## config.mk

```make
export PLATFORM = sky130hd
export DESIGN_NAME = lbm_front
export DESIGN_NICKNAME = d
export VERILOG_FILES = /design/src/hw/rtl/lbm_pkg.sv /design/src/hw/rtl/lbm_front.sv
export SDC_FILE = /design/constraint.sdc
export NUM_CORES = 2
export LEC_CHECK = 0
export BUFFER_PORTS_ARGS = -buffer_cell sky130_fd_sc_hd__buf_2
export CAP_MARGIN = 20
export CORE_MARGIN = 2
export CORE_UTILIZATION = 29
export DETAILED_ROUTE_END_ITERATION = 10
export GPL_ROUTABILITY_DRIVEN = 0
export SETUP_SLACK_MARGIN = 0.02
export SLEW_MARGIN = 25
export SYNTH_ARGS = -nofsm -noshare
export SYNTH_HDL_FRONTEND = slang
export SYNTH_SLANG_ARGS = --single-unit
```

## constraint.sdc

```tcl
create_clock -name clk -period 6.5 [get_ports clk]
set_input_delay 1.3 -clock clk [delete_from_list [all_inputs] [get_ports clk]]
set_output_delay 1.3 -clock clk [all_outputs]
set_load 0.01 [all_outputs]
```

## src/hw/rtl/lbm_pkg.sv

```systemverilog
package lbm_pkg;

  localparam int DataW        = 32;
  localparam int CfgW         = 31;
  localparam int FracBitsDflt = 24;
  localparam int QueueDepth   = 4;

  localparam logic [1:0] KindFluid     = 2'd0;
  localparam logic [1:0] KindSolid     = 2'd1;
  localparam logic [1:0] KindEmpty     = 2'd2;
  localparam logic [1:0] KindInterface = 2'd3;

  typedef struct packed {
    logic signed [DataW-1:0] f_rest;
    logic signed [DataW-1:0] f_east;
    logic signed [DataW-1:0] f_north;
    logic signed [DataW-1:0] f_west;
    logic signed [DataW-1:0] f_south;
    logic signed [DataW-1:0] f_northeast;
    logic signed [DataW-1:0] f_northwest;
    logic signed [DataW-1:0] f_southwest;
    logic signed [DataW-1:0] f_southeast;
    logic signed [DataW-1:0] force_x;
    logic signed [DataW-1:0] force_y;
    logic [2:0]              cell_tag;
  } cell_in_t;

  typedef struct packed {
    logic signed [DataW-1:0] density;
    logic signed [DataW-1:0] velocity_x;
    logic signed [DataW-1:0] velocity_y;
    logic                    last_cell;
  } cell_out_t;

  // Work item handed from the front end to the divider back end.
  // Numerators are 2*momentum + force, at most 37 bits signed.
  typedef struct packed {
    logic signed [DataW-1:0] density;
    logic                    do_div;
    logic                    last_cell;
    logic signed [36:0]      num_x;
    logic signed [36:0]      num_y;
  } work_t;

endpackage

```

## src/hw/rtl/lbm_front.sv

```systemverilog
module lbm_front (
  input  logic                    clk,
  input  logic                    rst,
  input  logic                    in_valid,
  input  lbm_pkg::cell_in_t       cell_in,
  input  logic [lbm_pkg::CfgW-1:0] min_density,
  output logic                    work_valid,
  output lbm_pkg::work_t          work
);
  import lbm_pkg::*;

  // Stage 1: partial sums. Stage 2: final sums, saturation, classification.
  logic               s1_valid;
  logic               s1_active;
  logic               s1_last;
  logic signed [35:0] s1_sum_a;
  logic signed [35:0] s1_sum_b;
  logic signed [35:0] s1_mx;
  logic signed [35:0] s1_my;
  logic signed [32:0] s1_fx;
  logic signed [32:0] s1_fy;

  logic signed [35:0] sum;
  logic signed [DataW-1:0] rho;
  logic signed [36:0] mx2;
  logic signed [36:0] my2;

  always_ff @(posedge clk) begin
    if (rst) begin
      s1_valid <= 1'b0;
    end else begin
      s1_valid <= in_valid;
    end
    s1_active <= (cell_in.cell_tag[1:0] != KindSolid) &&
                 (cell_in.cell_tag[1:0] != KindEmpty);
    s1_last   <= cell_in.cell_tag[2];
    s1_sum_a  <= 36'(cell_in.f_rest) + 36'(cell_in.f_east) + 36'(cell_in.f_north)
               + 36'(cell_in.f_west) + 36'(cell_in.f_south);
    s1_sum_b  <= 36'(cell_in.f_northeast) + 36'(cell_in.f_northwest)
               + 36'(cell_in.f_southwest) + 36'(cell_in.f_southeast);
    s1_mx     <= 36'(cell_in.f_east) - 36'(cell_in.f_west) + 36'(cell_in.f_northeast)
               - 36'(cell_in.f_northwest) - 36'(cell_in.f_southwest)
               + 36'(cell_in.f_southeast);
    s1_my     <= 36'(cell_in.f_north) - 36'(cell_in.f_south) + 36'(cell_in.f_northeast)
               + 36'(cell_in.f_northwest) - 36'(cell_in.f_southwest)
               - 36'(cell_in.f_southeast);
    s1_fx     <= 33'(cell_in.force_x);
    s1_fy     <= 33'(cell_in.force_y);
  end

  always_comb begin
    sum = s1_sum_a + s1_sum_b;
    if (sum > 36'sd2147483647) begin
      rho = 32'sh7fffffff;
    end else if (sum < -36'sd2147483648) begin
      rho = 32'sh80000000;
    end else begin
      rho = sum[31:0];
    end
    mx2 = {s1_mx, 1'b0} + 37'(s1_fx);
    my2 = {s1_my, 1'b0} + 37'(s1_fy);
  end

  always_ff @(posedge clk) begin
    if (rst) begin
      work_valid <= 1'b0;
    end else begin
      work_valid <= s1_valid;
    end
    work.density   <= s1_active ? rho : '0;
    work.do_div    <= s1_active && (rho > $signed({1'b0, min_density}));
    work.last_cell <= s1_last;
    work.num_x     <= mx2;
    work.num_y     <= my2;
  end

endmodule

```

* Word-level counts from Yosys, hierarchy flattened
Index checks and enable logic that the tools add are counted.
** Word-level totals
- Register bits after elaboration :: 319
- Input bits :: 389
- Logic and storage cells :: 44
** Operators by class
- Add/subtract/negate cells :: 20
- Magnitude comparators :: 3
- Eq/ne operators :: 2
- Muxes and demuxes :: 2
- Reductions and logical operators :: 2
** Operator list (number)
- $add A33 B32 Y34 :: 4
- $add A34 B32 Y35 :: 3
- $add A37 B37 Y37 :: 2
- $sub A35 B32 Y36 :: 2
- $add A32 B32 Y33 :: 2
- $sub A32 B32 Y33 :: 2
- $mux W32 :: 2
- $add A35 B32 Y36 :: 1
- $add A36 B32 Y36 :: 1
- $add A36 B35 Y36 :: 1
- $gt A36 B32 Y1 const B :: 1
- $lt A36 B32 Y1 const B :: 1
- $sub A36 B32 Y36 :: 1
- $sub A34 B32 Y35 :: 1
- $gt A32 B32 Y1 :: 1
- $logic_and A1 B1 Y1 :: 2
- $ne A2 B1 Y1 const B :: 1
- $ne A2 B2 Y1 const B :: 1

* Depth between registers and ports, before layout
- Depth after elaboration :: 6
- Mapped depth :: 26
- Mapped depth without buffers :: 24

* Least setup slack after synthesis
OpenSTA, ideal clock, no wires.
- Kind :: input-to-reg
- From :: in cell_in[164] (netlist name)
- To :: reg s1_mx[33]
- Arrival time :: 5344 ps
- Data required time :: 6428 ps
- Path slack :: 1084 ps
- Stages on the path :: 18
- Path through :: inv_1 fa_1 fa_1 fa_1 inv_1 ha_1 inv_1 fa_1 nor2b_1 o31ai_1 o21ai_1 a211o_1 a211oi_2 o21ai_1 a2111oi_0 o21bai_1 a21oi_1 xnor2_1
** On the way
- Longest elaborated chain between the ends :: 4
** RTL lines
- start: declaration :: RTL line lbm_front.sv:5 : input lbm_pkg::cell_in_t cell_in,
- $add A33 B32 Y34 :: RTL line lbm_front.sv:41 : s1_mx <= 36'(cell_in.f_east) - 36'(cell_in.f_west) + 36'(cell_in.f_northeast)
- $sub A34 B32 Y35 :: RTL line lbm_front.sv:42 : - 36'(cell_in.f_northwest) - 36'(cell_in.f_southwest)
- $sub A35 B32 Y36 :: RTL line lbm_front.sv:42
- $add A36 B32 Y36 :: RTL line lbm_front.sv:43 : + 36'(cell_in.f_southeast);
- end signal: assignment :: RTL line lbm_front.sv:41
- end: declaration :: RTL line lbm_front.sv:18 : logic signed [35:0] s1_mx;
Every way passes these cells.
A chain may end at the register's enable or synchronous reset.

* Worst setup path after layout
- From :: in cell_in[133] (netlist name)
- To :: reg s1_my[34]
** On the way
- Longest elaborated chain between the ends :: 3
** RTL lines
- $add A34 B32 Y35 :: RTL line lbm_front.sv:45 : + 36'(cell_in.f_northwest) - 36'(cell_in.f_southwest)
- $sub A35 B32 Y36 :: RTL line lbm_front.sv:45
- $sub A36 B32 Y36 :: RTL line lbm_front.sv:46 : - 36'(cell_in.f_southeast);
- end signal: assignment :: RTL line lbm_front.sv:44 : s1_my <= 36'(cell_in.f_north) - 36'(cell_in.f_south) + 36'(cell_in.f_northeast)
- end: declaration :: RTL line lbm_front.sv:19 : logic signed [35:0] s1_my;
Every way passes these cells.

==> metrics.md <==
| Metric | Value |
|---|---|
| Status | complete, no violations |
| Synth Register Bits | ~320 |
| Mapped Nets | around 3.9k |
| CTS clock-pin slew for the worst setup and hold paths | approximately 0.050 ns |
| Area growth from synthesis to layout | 19.5% |
| Setup TNS | 0 ns |
| Layout Skew | roughly 0.021 ns |
| Worst slew pin tran | between 0.8 and 0.9 ns |
| Root Buffer | clkbuf_16 |
| # rows | roughly 120 |
| DR WL/cell | between 20 and 25 µm |
| Fin util | about a third |
| Post-DRT Antenna Nets | 0 |
| Num CTS Buffers | 44 |
| Critical path type | input pin to flop |
| Fillers | about 10k |
| Lkg Pwr | between 0.015 and 0.02 µW |
| Share of cells above drive strength 1 | around 18% |
| Post-synthesis async set-or-reset flop share | 0% |
| GR Layer Usage met1 | 25.4% |
| Worst path bufs/invs | 4 |
| Vias per cell | 4.85 |
| DRC viols | 0 |
| Core area | 0.0986 mm² |
| CTS max path bufs | 3 |
| Period utilisation layout | 87.1% |
| Initial drt markers | around 1.5k |
| MaxCap Viol Count | 0 |
| P per Cell Area | around 600 mW/mm² |
| CP delay by family, top | compound AO/OA/AOI/OAI gates |
| Initial antenna violation count | 42 |
| Die area | just over 0.1 mm² |
| Maximum vdd drop | 0.320 mV |
| Final setup viols | 0 |
| Number of global-route vias before repair | 23.3k |
| RSZ-0062 raised after global routing | no |
| Most frequent CP cell | fa_1 |
| Critical path capture point type | flop |
| Post-CTS Setup Bufs | 0 |
| Largest net degree at the start of global routing | 33 |
| Unique masters post-synth | 77 |
| Busiest metal layer after global routing | met2 |
| Count leader, synth | fa_1 |
| Startpoint types | input pin |
| Synth warnings | 0 |
| Via Count | approximately 23k |
| Crit-path slowest cell | fa_1 |
| Min-Delay Path Class | flop to flop |
| CTS tree | yes |
| Slew HR | approximately two fifths |
| Synth Instances | around 2.8k |
| CP max FO | 4 |
| HPWL Detailed | approximately 90 mm |
| Leading post-synthesis cells by cell area | fa_1 (29%), dfxtp_1 (22%), ha_1 (12%), inv_1 (4.7%), xnor2_1 (4.7%) |
| Die span in y | between 300 and 400 µm |
| Post-synth top cells | fa_1 (426), inv_1 (363), dfxtp_1 (319), ha_1 (278), a21oi_1 (199) |
| Routed wire length | around 100 mm |
| Area share of the leading cell type in the synthesized netlist | roughly 29% |
| Avg Cell Area, Syn | ~10 µm² |
| Total gr overflow | 0 |
| Global-route wire length before repair | approximately 150 mm |
| First-pass detailed-route iteration total | 5 |
| Global Route Usage Sum | between 10% and 20% |
| Register area share after synthesis | approximately 22% |
| Slowest stage delay, CP | about 0.55 ns |
| H-tree levels | 2 |
| Starting Density | 29.3% |
| Fin. max-slew vios | 0 |
| CTS Hold Bufs | 0 |
| Post-CTS sizing | 0 |
| Netlist Area Pre-Place | 0.0289 mm² |
| Period minus WS final | roughly 5.7 ns |
| Clk_lat worst skew | about 0.61 ns |
| Max Clk Rate | 177 MHz |
| IO Count | about 500 |
| Arrival @ worst endpoint | slightly above 6 ns |
| GR Util met3 | roughly 5.5% |
| Fin nets | around 4.4k |
| Port bufs | just under 500 |
| Ys flop type | dfxtp_1 |
| M2 GR Usage | 31.5% |
| Die width | 320 µm |
| Final Hold Fails | 0 |
| Synth area leader | fa_1 |
| Crit path required time | 6.98 ns |
| EDFF count, synth | 0 |
| Clk sinks | about 320 |
| Worst-path cell chain | buf_2, fa_1, inv_1, fa_1, fa_1, inv_1, ha_1, a211oi_1, nor2_1, o311ai_0, and3_1, a2111oi_0, buf_4, o41a_1, a41oi_1, a21oi_1, a311o_1 |
-- layout by cell type (no fill, tap or decap), drive strengths merged, types with 38 or more instances in the layout --
cell type	count
a21o	116
a21oi	200
buf	514
clkbuf	55
dfxtp	319
fa	426
ha	278
inv	370
nand2	103
nand3	44
nor2	127
nor2b	38
o21ai	119
xnor2	155
xor2	53
-- layer usage --
layer / part of all wire, % / up-vias
met2: 45 / 887
met4: 4.0 / 38
met3: 8.7 / 187
li1: - / 10697
met5: 0.24 / -
met1: 42 / 10939
-- cell families after synthesis --
family / synth area share, %
fa+ha+maj: 41.5
simple gates: 8.10
buf+inv: 5.23
compound gates: 16.7
xor+xnor: 6.33
flops: 22.1
-- stage by stage --
step | hold slack [ns] | instances | area [µm²] | total power, µW | setup slack, ns
2_1_floorplan | 0.310 | 2815 | 28900 | 13800 | 1.08
3_3_place_gp | 0.310 | 4587 | 33000 | 18300 | 0.366
3_5_place_dp | 0.319 | 4587 | 33000 | 18400 | 0.318
4_1_cts | 0.329 | 4668 | 34500 | 21100 | 0.896
5_1_grt | 0.341 | 4681 | 34600 | 22800 | 0.422
6_report | 0.327 | 4686 | 34600 | 20800 | 0.839
-- flip-flops by register name, summed over array words and instances (netlist names) --
| register | cells |
|---|---|
| s1_mx | 36 |
| work | 108 |
| s1_fy | 32 |
| s1_my | 36 |
| s1_fx | 32 |
| s1_sum_a | 36 |
| s1_sum_b | 35 |
| s1_active | 1 |
| s1_valid | 1 |
| work_valid | 1 |
| s1_last | 1 |
-- final timing paths --
path	start	endpoint	slack, ns	cells past startpoint
worst max-delay path	cell_in[133]	s1_my[34]$_DFF_P_	0.84	17
worst min-delay path	s1_fx[0]$_DFF_P_	work[37]$_DFF_P_	0.33	0
worst max register to register	s1_sum_b[0]$_DFF_P_	work[75]$_DFF_P_	0.89	25
worst min register to register	s1_fx[0]$_DFF_P_	work[37]$_DFF_P_	0.33	0
-- final cells by class --
type,count,area [µm²],area share (%)
Antenna cell,18,45.0,0.130
Clock buffer,55,1180,3.42
Clock inverter,26,330,0.956
Inverter,363,1360,3.94
Multi-Input combinational cell,2104,21000,60.8
Sequential cell,319,6390,18.5
Tap cell,1287,1610,4.66
Timing Repair Buffer,514,2620,7.56
-- report_power, final --
| group | internal (µW) | switching (µW) |
|---|---|---|
| Combinational | 6380 | 8570 |
| Sequential | 2960 | 383 |
| Clock | 1520 | 1030 |
| Total | 10900 | 9980 |
No activity file was read; power rests on OpenSTA's default activity.
