### src/hw/rtl/lbm_pkg.sv
package lbm_pkg;

  localparam int DataW        = 32;
  localparam int CfgW         = 31;
  localparam int FracBitsDflt = 24;
  localparam int QueueDepth   = 4;

  localparam logic [1:0] KindFluid     = 2'd0;
  localparam logic [1:0] KindSolid     = 2'd1;
  localparam logic [1:0] KindEmpty     = 2'd2;
  localparam logic [1:0] KindInterface = 2'd3;

  typedef struct packed {
    logic signed [DataW-1:0] f_rest;
    logic signed [DataW-1:0] f_east;
    logic signed [DataW-1:0] f_north;
    logic signed [DataW-1:0] f_west;
    logic signed [DataW-1:0] f_south;
    logic signed [DataW-1:0] f_northeast;
    logic signed [DataW-1:0] f_northwest;
    logic signed [DataW-1:0] f_southwest;
    logic signed [DataW-1:0] f_southeast;
    logic signed [DataW-1:0] force_x;
    logic signed [DataW-1:0] force_y;
    logic [2:0]              cell_tag;
  } cell_in_t;

  typedef struct packed {
    logic signed [DataW-1:0] density;
    logic signed [DataW-1:0] velocity_x;
    logic signed [DataW-1:0] velocity_y;
    logic                    last_cell;
  } cell_out_t;

  // Work item handed from the front end to the divider back end.
  // Numerators are 2*momentum + force, at most 37 bits signed.
  typedef struct packed {
    logic signed [DataW-1:0] density;
    logic                    do_div;
    logic                    last_cell;
    logic signed [36:0]      num_x;
    logic signed [36:0]      num_y;
  } work_t;

endpackage

### src/hw/rtl/lbm_queue.sv
module lbm_queue #(
  parameter int Depth = lbm_pkg::QueueDepth
) (
  input  logic           clk,
  input  logic           rst,
  input  logic           push,
  input  lbm_pkg::work_t push_data,
  input  logic           pop,
  output logic           not_empty,
  output lbm_pkg::work_t pop_data
);
  import lbm_pkg::*;

  localparam int AW = (Depth > 1) ? $clog2(Depth) : 1;

  work_t         mem [Depth];
  logic [AW-1:0] wr_ptr;
  logic [AW-1:0] rd_ptr;
  logic [AW:0]   count;

  function automatic logic [AW-1:0] bump(input logic [AW-1:0] p);
    return (p == AW'(Depth - 1)) ? '0 : p + 1'b1;
  endfunction

  assign not_empty = (count != '0);
  assign pop_data  = mem[rd_ptr];

  always_ff @(posedge clk) begin
    if (rst) begin
      wr_ptr <= '0;
      rd_ptr <= '0;
      count  <= '0;
    end else begin
      if (push) begin
        wr_ptr <= bump(wr_ptr);
      end
      if (pop && not_empty) begin
        rd_ptr <= bump(rd_ptr);
      end
      count <= count + (AW+1)'(push) - (AW+1)'(pop && not_empty);
    end
    if (push) begin
      mem[wr_ptr] <= push_data;
    end
  end

endmodule

### config.mk
export PLATFORM = sky130hd
export DESIGN_NAME = lbm_queue
export DESIGN_NICKNAME = d
export VERILOG_FILES = /design/src/hw/rtl/lbm_pkg.sv /design/src/hw/rtl/lbm_queue.sv
export SDC_FILE = /design/constraint.sdc
export NUM_CORES = 1
export LEC_CHECK = 0
export BUFFER_PORTS_ARGS = -buffer_cell sky130_fd_sc_hd__buf_2
export CORE_MARGIN = 2
export CORE_UTILIZATION = 55
export CTS_BUF_LIST = sky130_fd_sc_hd__clkbuf_8 sky130_fd_sc_hd__clkbuf_16
export DETAILED_ROUTE_END_ITERATION = 6
export PLACE_DENSITY = 0.77
export SYNTH_ARGS = -nofsm -noshare
export SYNTH_HDL_FRONTEND = slang
export SYNTH_SLANG_ARGS = --single-unit
### constraint.sdc
create_clock -name clk -period 8.4 [get_ports clk]
set_input_delay 1.68 -clock clk [delete_from_list [all_inputs] [get_ports clk]]
set_output_delay 1.68 -clock clk [all_outputs]
set_load 0.01 [all_outputs]
# Yosys cells after proc, flatten, opt, wreduce, memory -nomap -nowiden

Memory sizes are Yosys's and may differ from the RTL's. A register that Yosys moved wholly into a read port is not among the register bits.
Index checks and enable logic that the tools add are counted.
W data, S select, Z words.

Flip-flop bits (word level): 7
Memory bits (writable): 432
Word-level logic and storage cells: 18
Memories: 1
Output and inout port bits: 109
Input bits: 112

Mux-type cells: 6
Reduce and logical (&&, ||, !) cells: 2
Equality and inequality tests: 2
Add/subtract/negate cells: 4

Memories:

| memory | words | width | rd ports | clocked after Yosys merged registers in | wr ports | line            | source |
|---|---|---|---|---|---|---|---|
| mem    | 4     | 108   | 1        | 1                                       | 1        | lbm_queue.sv:16 | `work_t mem [Depth];` |

Operators by type and width:

| cell                  | number |
|---|---|
| $mux W2               | 4 |
| $add A2 B1 Y2 const B | 2 |
| $eq A2 B2 Y1 const B  | 2 |
| $add A3 B1 Y3         | 1 |
| $reduce_bool A3 Y1    | 1 |
| $sub A3 B1 Y3         | 1 |
| $mux W1               | 2 |
| $logic_and A1 B1 Y1   | 1 |

# Depth between registers and ports, before layout

Gate-level depths: netlist of the first run.

Depth after elaboration: 4
Mapped depth: 8
Mapped depth without buffers: 8

# Worst setup path before layout of the first run

Ideal clock, no wire load.

Path kind: input to register
Start: in push
End: mem mem[0][0] in the netlist's numbering, enable pin
Data required time: 7921 ps
Path buffers: 0
Arrival: 4167 ps
Setup slack: 3754 ps
Cell stages on the path: 1
Cell sequence: and2_1

Longest elaborated chain between the ends: 2

RTL lines:

| item                          | line            | source |
|---|---|---|
| start, declared               | lbm_queue.sv:6  | `input logic push,` |
| $mux W1                       | lbm_queue.sv:42 | `if (push) begin` |
| $mux W1 (not written as such) | lbm_queue.sv:43 | `mem[wr_ptr] <= push_data;` |
| end, declared                 | lbm_queue.sv:16 |  |

Every way passes these cells.

==> metrics, run 1 <==
area delta synth->final 18.1%; cts bufs inserted 43; Fill cells 1826; antenna violations before repair 5; initial core utilization 0.558; Post-synth EDFFs 432; post-synthesis instance total 608; logic depth of the worst register-to-register path 4; global placement routability congestion 0.699; Avg WL per Cell 22.5 um; die span in y 175 um; final setup violating endpoints 0; reg2reg start wr_ptr[0]; # nets final 975; wire length of the first global-routing pass 43800 um; cell area after technology mapping 0.0160 mm^2; area occupied by registers 0.0132 mm^2; Post-Place Cells 1194; std cell rows 62; number of synthesized register bits 441; Tot GR Track Use 0.190; buffers from clock root to sink, at most 3; setup TNS after final layout 0 ns; overall via count from detail_route 7116; most common cell in the synthesized netlist sky130_fd_sc_hd__edfxtp_1; slew margin rel. 0.334; worst setup slack after placement 4.38 ns; Peak supply drop 230 uV; routed via count divided by cell count 5.59; post-CTS clock slew at the launch and capture registers of the worst setup and hold paths 0.06 ns; count of max-cap constraint violations 0; DP HPWL 16800 um; Worst Slack Setup Final 3.93 ns; number of search-and-repair iterations in the first detailed-routing pass 5; share of final-layout standard cells stronger than drive strength 1 0.450; final period utilization 0.532; area of the multi-input gates 0.00271 mm^2; primary flip-flop cell chosen by synthesis mapping sky130_fd_sc_hd__edfxtp_1; post-route DRC violation count 0; measured slew at the worst slew-check pin 0.999 ns; share of the synthesized area in the top cell type 0.810; Critical Setup Path Class reg -> out; status completed; Mapped Nets 728; data required time at the worst endpoint 6.72 ns; Worst Clk Skew 0.0129 ns; Register-to-Register Setup Slack 5.90 ns; number of library cell types mapped by synthesis 22; Floorplan Core Area 0.0287 mm^2; CP Capture Point pop_data[60]; Yosys top cell by area sky130_fd_sc_hd__edfxtp_1; cells resized by post-CTS repair 0; endpoint arrival time on the critical path 2.79 ns; setup repair bufs after CTS 0; maximum clock rate 0.224 GHz; H-tree level count 2; IO Port Bufs 220; via count of the first global-routing pass 7716; Post-synth ARST share 0; type of the tightest min-delay check reg -> reg; number of warnings reported in the yosys synthesis log 0; Total Wirelength 28600 um; TritonCTS clock tree built; width of the die 175 um; boundary pin count 221; Starting DRT DRC Count 608; clock root buffer sky130_fd_sc_hd__clkbuf_16; ranking of synthesized cells by area sky130_fd_sc_hd__edfxtp_1, sky130_fd_sc_hd__mux4_2, sky130_fd_sc_hd__dfxtp_1, sky130_fd_sc_hd__ha_1, sky130_fd_sc_hd__buf_2; Congestion Overflow GR 0; leakage power figure 6.38 nW; CTS sink count 441; maximum net fanout on the critical path 61; number of hold-slack violations in the final timing report 0; critical path capture point type primary output; kind of start point of the critical path flop; pins over their slew limit 0; capturing point of the worst reg2reg path mem[0][5]; largest net degree at the start of global routing 68; number of nets still failing antenna checks after routing 0; list of most frequent post-synthesis cells sky130_fd_sc_hd__edfxtp_1, sky130_fd_sc_hd__mux4_2, sky130_fd_sc_hd__buf_2; min Tclk post-route 4.47 ns; synthesized area divided by synthesized cell count 26.3 um^2; sequential area share after synthesis 0.822; setup repair after global routing missed its margin false; non-filler instance count after layout 1274; area of the die 0.0305 mm^2; total power per unit cell area 281 mW/mm^2; CTS Hold Bufs 0; latest clock arrival within the worst-skew pair 0.52 ns
==> sequential cells by signal, summed over array words and instances, names as in the netlist, named ones only <==
name / count
count: 3
rd_ptr: 2
mem: 432
wr_ptr: 2
==> cell usage in the layout (no fill, tap or decap), types with 3 or more instances in the layout <==
master                      synthesis  final
sky130_fd_sc_hd__buf_2             12    220
sky130_fd_sc_hd__clkbuf_16          0     45
sky130_fd_sc_hd__ha_1               7      7
sky130_fd_sc_hd__nand2b_1           3      3
sky130_fd_sc_hd__bufinv_16          0      5
sky130_fd_sc_hd__buf_4              0      7
sky130_fd_sc_hd__inv_1              5     15
sky130_fd_sc_hd__dfxtp_1            9      7
sky130_fd_sc_hd__diode_2            0      4
sky130_fd_sc_hd__and2_4             0      4
sky130_fd_sc_hd__mux4_2           108    108
sky130_fd_sc_hd__clkinv_1           0     10
sky130_fd_sc_hd__nor2_1             3      3
sky130_fd_sc_hd__edfxtp_1         432    432
sky130_fd_sc_hd__clkinv_2           0      5
==> layer usage <==
metal  wire length [um]  global-route usage
met3               1830              0.0472
met2              14900               0.324
met4                705              0.0576
met1              11200               0.246
met5                  7                   0
==> critical path, cell delays in order (launching register included) <==
cell and delay, ns:
sky130_fd_sc_hd__dfxtp_4 0.79, sky130_fd_sc_hd__buf_4 0.83, sky130_fd_sc_hd__mux4_2 0.44, sky130_fd_sc_hd__buf_2 0.16
==> final cells by class <==
type | instances | share of cell area
Multi-Input combinational cell | 137 | 0.143
Timing Repair Buffer | 227 | 0.0610
Tap cell | 384 | 0.0254
Inverter | 5 | 0.000992
Sequential cell | 441 | 0.696
Clock buffer | 45 | 0.0595
Clock inverter | 31 | 0.0137
Antenna cell | 4 | 0.000529
==> worst min path at each step <==
| stage | from | depth (start not counted) | end |
|---|---|---|---|
| CTS | rd_ptr[1] | 2 | flop |
| global placement | rd_ptr[1] | 2 | flop |
| finish | rd_ptr[1] | 2 | flop |
| detailed placement | rd_ptr[1] | 2 | flop |
| global route | rd_ptr[1] | 2 | flop |
| floorplan | rd_ptr[1] | 2 | flop |
==> where the power goes <==
group          switching, mW  internal [mW]
Combinational          0.429          0.446
Clock                  0.739           1.12
Sequential            0.0630           2.52
Total                   1.23           4.08
==> logic make-up (layout without fill, tap and decap cells) <==
kind of cell	after synthesis	in the layout	synth area share
AOI/OAI and AO/OA	2	2	0.000860
muxes	111	111	0.154
and+or+nand+nor	15	15	0.00547
other	0	4	0
adders and majority gates	8	8	0.00672
DFF	441	441	0.822
xor gates and xnor gates	1	1	0.00141
buffers and inverters	30	308	0.0101
==> per-stage QoR <==
step | hold WS (ns) | instance area (um^2) | power (mW) | utilization
3_3_place_gp | 0.478 | 17500 | 3.51 | 0.610
5_1_grt | 0.547 | 18900 | 5.51 | 0.659
2_1_floorplan | 0.468 | 16000 | 3.22 | -
3_5_place_dp | 0.497 | 17500 | 3.53 | 0.610
4_1_cts | 0.534 | 18900 | 5.37 | 0.659
6_report | 0.526 | 18900 | 5.31 | 0.659
Power figures use the tool's default switching activity.
==> run 2: changes to the inputs <==
- CORE_UTILIZATION: 55 -> 51
- PLACE_DENSITY: 0.77 -> 0.75
- clock period: 8.4 -> 3.8 ns (I/O delays scaled with it)
==> metrics, run 2 (same netlist as run 1, synthesis figures left out) <==
measured slew at the worst slew-check pin 0.654 ns; buffers plus inverters on the worst setup path 2; Cell Int Power 8.85 mW; number of hold-slack violations in the final timing report 0; maximum net fanout on the critical path 45; switching power total 2.79 mW; Congestion Overflow GR 0; total power per unit cell area 611 mW/mm^2; leakage power figure 6.43 nW; area delta synth->final 18.9%; Avg WL per Cell 21.7 um; flip-flop count of the largest register after layout 432; data required time at the worst endpoint 3.04 ns; kind of start point of the critical path flop; boundary pin count 221; CP delay by family, top multiplexers; most common library cell in the layout ignoring fill and taps sky130_fd_sc_hd__edfxtp_1; maximum clock rate 0.341 GHz; global placement routability congestion 0.705; Starting DRT DRC Count 502; clock root buffer sky130_fd_sc_hd__clkbuf_16; largest net degree at the start of global routing 66; via count of the first global-routing pass 7710; largest registers mem x432, count x3; status completed; setup repair after global routing missed its margin false; count of max-cap constraint violations 0; Worst Clk Skew 0.0165 ns; final setup violating endpoints 0; width of the die 181 um; slew margin rel. 0.564; combinational group share of total power 0.174; # nets final 982; routed via count divided by cell count 5.46; Floorplan Core Area 0.0307 mm^2; Total Power 11.6 mW; endpoint arrival time on the critical path 2.18 ns; overall via count from detail_route 7112; setup repair bufs after CTS 0; number of search-and-repair iterations in the first detailed-routing pass 4; Total Wirelength 28300 um; cts bufs inserted 44; std cell rows 64; slowest cell delay on critical path 0.58 ns; register name with the most flops mem; antenna violations before repair 13; Fill cells 2112; setup TNS after final layout 0 ns; pins over their slew limit 0; H-tree level count 2; die span in y 181 um; CTS sink count 441; area of the die 0.0328 mm^2; CTS Hold Bufs 0; post-CTS clock slew at the launch and capture registers of the worst setup and hold paths 0.06 ns; share of final-layout standard cells stronger than drive strength 1 0.454; final period utilization 0.773; buffers from clock root to sink, at most 3; Tot GR Track Use 0.176; min Tclk post-route 2.94 ns; critical path cell sequence buf_12 -> mux4_2 -> buf_2; highest-delay cell along the critical path sky130_fd_sc_hd__mux4_2; Critical Setup Path Class reg -> out; top library cells by usage in the layout, fill and taps aside sky130_fd_sc_hd__edfxtp_1, sky130_fd_sc_hd__buf_2, sky130_fd_sc_hd__mux4_2; TritonCTS clock tree built; IO Port Bufs 220; latest clock arrival within the worst-skew pair 0.53 ns; Peak supply drop 413 uV; sw frac 0.239; initial core utilization 0.521; post-route DRC violation count 0; number of nets still failing antenna checks after routing 0; type of the tightest min-delay check in -> reg; wire length of the first global-routing pass 43800 um; sequential group share of total power 0.487; DP HPWL 16700 um; cells resized by post-CTS repair 0; critical path capture point type primary output; fraction of power consumed by the clock network 0.339
==> run 2: stage by stage <==
step	setup WS, ns	util	instances	hold WS, ns	cell area [um^2]
finish	0.864	0.619	1303	0.434	19000
global route	0.728	0.619	1298	0.422	19000
CTS	0.805	0.618	1294	0.413	19000
detailed placement	1.38	0.575	1212	0.485	17700
global placement	1.38	0.575	1212	0.472	17700
floorplan	0.0739	-	608	0.468	16000
==> run 2: path summary, 6_finish.rpt <==
kind / from / to / slack (ns) / cells after the start
max reg2reg: count[1] / count[2] / 1.80 / 8
max: flop / pop_data[92] / 0.86 / 3
min: push_data[22] / mem[0][22] / 0.43 / 1
min reg2reg: rd_ptr[1] / flop / 0.49 / 2
==> run 2: power groups by stage <==
stage               registers [mW]  logic, mW  clock network (mW)
finish                        5.67       2.02                3.95
global route                  5.69       2.20                4.25
CTS                           5.67       2.08                4.05
detailed placement            5.77       2.07                   0
global placement              5.76       2.05                   0
floorplan                     5.72       1.38                   0
==> run 2: area by class of cell <==
| class | instances | area [um^2] | share of cell area |
|---|---|---|---|
| Multi-Input combinational cell | 137 | 2710 | 0.142 |
| Inverter | 5 | 18.8 | 0.000986 |
| Clock inverter | 35 | 193 | 0.0101 |
| Sequential cell | 441 | 13200 | 0.691 |
| Timing Repair Buffer | 233 | 1290 | 0.0676 |
| Clock buffer | 47 | 1150 | 0.0606 |
| Tap cell | 396 | 495 | 0.0260 |
| Antenna cell | 9 | 22.5 | 0.00118 |
==> run 2: routing by layer <==
| metal | GRT usage | routed length, um | vias up |
|---|---|---|---|
| li1 | - | - | 3150 |
| met1 | 0.224 | 11300 | 3704 |
| met2 | 0.284 | 13800 | 207 |
| met3 | 0.0685 | 2540 | 45 |
| met4 | 0.0514 | 515 | 6 |
| met5 | 0 | 44 | - |
==> run 3: changes to the inputs <==
- clock period: 3.8 -> 2.7 ns (I/O delays scaled with it)
==> metrics, run 3 (same netlist as run 1, synthesis figures left out) <==
status completed; maximum net fanout on the critical path 17; Worst Clk Skew 0.0109 ns; endpoint arrival time on the critical path 2.00 ns; largest registers mem x432, count x3; Cell Int Power 12.6 mW; fraction of power consumed by the clock network 0.338; CTS Hold Bufs 0; final period utilization 0.940; Avg WL per Cell 22.5 um; post-route DRC violation count 0; setup repair after global routing missed its margin false; most common library cell in the layout ignoring fill and taps sky130_fd_sc_hd__edfxtp_1; logic depth of the worst register-to-register path 8; type of the tightest min-delay check in -> reg; worst min-delay path startpoint push_data[24]; count of max-cap constraint violations 0; sequential group share of total power 0.480; Total Wirelength 29300 um; area of the die 0.0328 mm^2; setup repair bufs after CTS 1; buffers from clock root to sink, at most 3; die span in y 181 um; buffers plus inverters on the worst setup path 3; Congestion Overflow GR 0; slew margin rel. 0.651; post-CTS clock slew at the launch and capture registers of the worst setup and hold paths 0.06 ns; latest clock arrival within the worst-skew pair 0.53 ns; cts bufs inserted 44; Starting DRT DRC Count 507; final cell utilization of the core 0.624; Register-to-Register Setup Slack 0.71 ns; CP delay by family, top buffers and inverters; H-tree level count 2; flip-flop count of the largest register after layout 432; final setup violating endpoints 0; kind of start point of the critical path flop; cells resized by post-CTS repair 0; critical path capture point type primary output; min Tclk post-route 2.54 ns; initial core utilization 0.521; sink of the worst hold path mem[1][24]; maximum clock rate 0.394 GHz; worst setup slack after placement 0.553 ns; TritonCTS clock tree built; reg2reg start count[1]; area after detailed placement 0.0178 mm^2; critical path cell sequence buf_12 -> buf_12 -> mux4_2 -> buf_2; routed via count divided by cell count 5.46; setup TNS after final layout 0 ns; highest-delay cell along the critical path sky130_fd_sc_hd__mux4_2; number of hold-slack violations in the final timing report 0; Tot GR Track Use 0.182; leakage power figure 6.50 nW; overall via count from detail_route 7110; switching power total 3.90 mW; combinational group share of total power 0.182; clock root buffer sky130_fd_sc_hd__clkbuf_16; number of search-and-repair iterations in the first detailed-routing pass 4; non-filler instance count after layout 1303; capturing point of the worst reg2reg path count[2]; register name with the most flops mem; largest net degree at the start of global routing 74; share of final-layout standard cells stronger than drive strength 1 0.460; slowest cell delay on critical path 0.53 ns; wire length of the first global-routing pass 45200 um; DP HPWL 18100 um; via count of the first global-routing pass 7652; cell occurring most often along the worst timing path sky130_fd_sc_hd__buf_12; WHS Path Cells 1; measured slew at the worst slew-check pin 0.523 ns; IO Port Bufs 220; # nets final 992; CTS sink count 441; Floorplan Core Area 0.0307 mm^2; antenna violations before repair 5; total power per unit cell area 861 mW/mm^2; Critical Setup Path Class reg -> out; Peak supply drop 663 uV; pins over their slew limit 0; width of the die 181 um; Worst Slack Setup Final 0.163 ns; top library cells by usage in the layout, fill and taps aside sky130_fd_sc_hd__edfxtp_1, sky130_fd_sc_hd__buf_2, sky130_fd_sc_hd__mux4_2; Post-Place Cells 1221; global placement routability congestion 0.716; std cell rows 64; area delta synth->final 19.9%; sw frac 0.236; number of nets still failing antenna checks after routing 0; area of all placed cells without fillers 0.0192 mm^2; boundary pin count 221; data required time at the worst endpoint 2.16 ns
run 3: final cells by class:
cell class / instances / area [um^2]
clock inverter: 31 / 196
multi-input combinational: 137 / 2710
fill: 2097 / 11600
antenna: 4 / 10.0
tap: 396 / 495
timing repair buffer: 243 / 1460
sequential: 441 / 13200
inverter: 5 / 18.8
clock buffer: 46 / 1150
run 3: worst reg2reg max path: stages, from the launching register on:
cell and delay (ns):
sky130_fd_sc_hd__dfxtp_1 0.36, sky130_fd_sc_hd__o31a_1 0.35, sky130_fd_sc_hd__ha_1 0.30, sky130_fd_sc_hd__inv_1 0.06, sky130_fd_sc_hd__ha_1 0.13, sky130_fd_sc_hd__inv_1 0.05
sky130_fd_sc_hd__fa_1 0.40, sky130_fd_sc_hd__xnor3_1 0.21, sky130_fd_sc_hd__nor2_1 0.04
run 3: metrics by stage:
stage	hold slack [ns]	total power [mW]
finish	0.222	16.5
global route	0.200	17.2
CTS	0.191	16.8
detailed placement	0.505	11.2
global placement	0.477	11.1
floorplan	0.468	9.99
run 3: worst max path at each step:
| stage | depth (start not counted) | slack (ns) | startpoint | end |
|---|---|---|---|---|
| after detailed placement | 4 | 0.55 | flop | pop_data[0] |
| after floorplan | 1 | 0.38 | push | mem[3][0] |
| after global placement | 3 | 0.57 | flop | pop_data[91] |
| after global routing | 3 | 0.05 | flop | pop_data[91] |
| final | 4 | 0.16 | flop | pop_data[0] |
| after CTS | 3 | 0.11 | flop | pop_data[91] |
run 3: layer usage:
| metal | vias up | global-route usage | wire, um |
|---|---|---|---|
| met4 | 2 | 0.0498 | 679 |
| li1 | 3161 | - | - |
| met2 | 240 | 0.308 | 15000 |
| met5 | - | 0 | 13 |
| met1 | 3660 | 0.233 | 11300 |
| met3 | 47 | 0.0536 | 2270 |
run 3: power by group through the flow:
stage	Combinational, mW	Clock, mW	Sequential [mW]
after floorplan	1.95	0	8.04
after detailed placement	3.05	0	8.10
after global placement	3.00	0	8.08
after CTS	3.09	5.73	7.94
final	3.01	5.59	7.93
after global routing	3.25	6.02	7.95
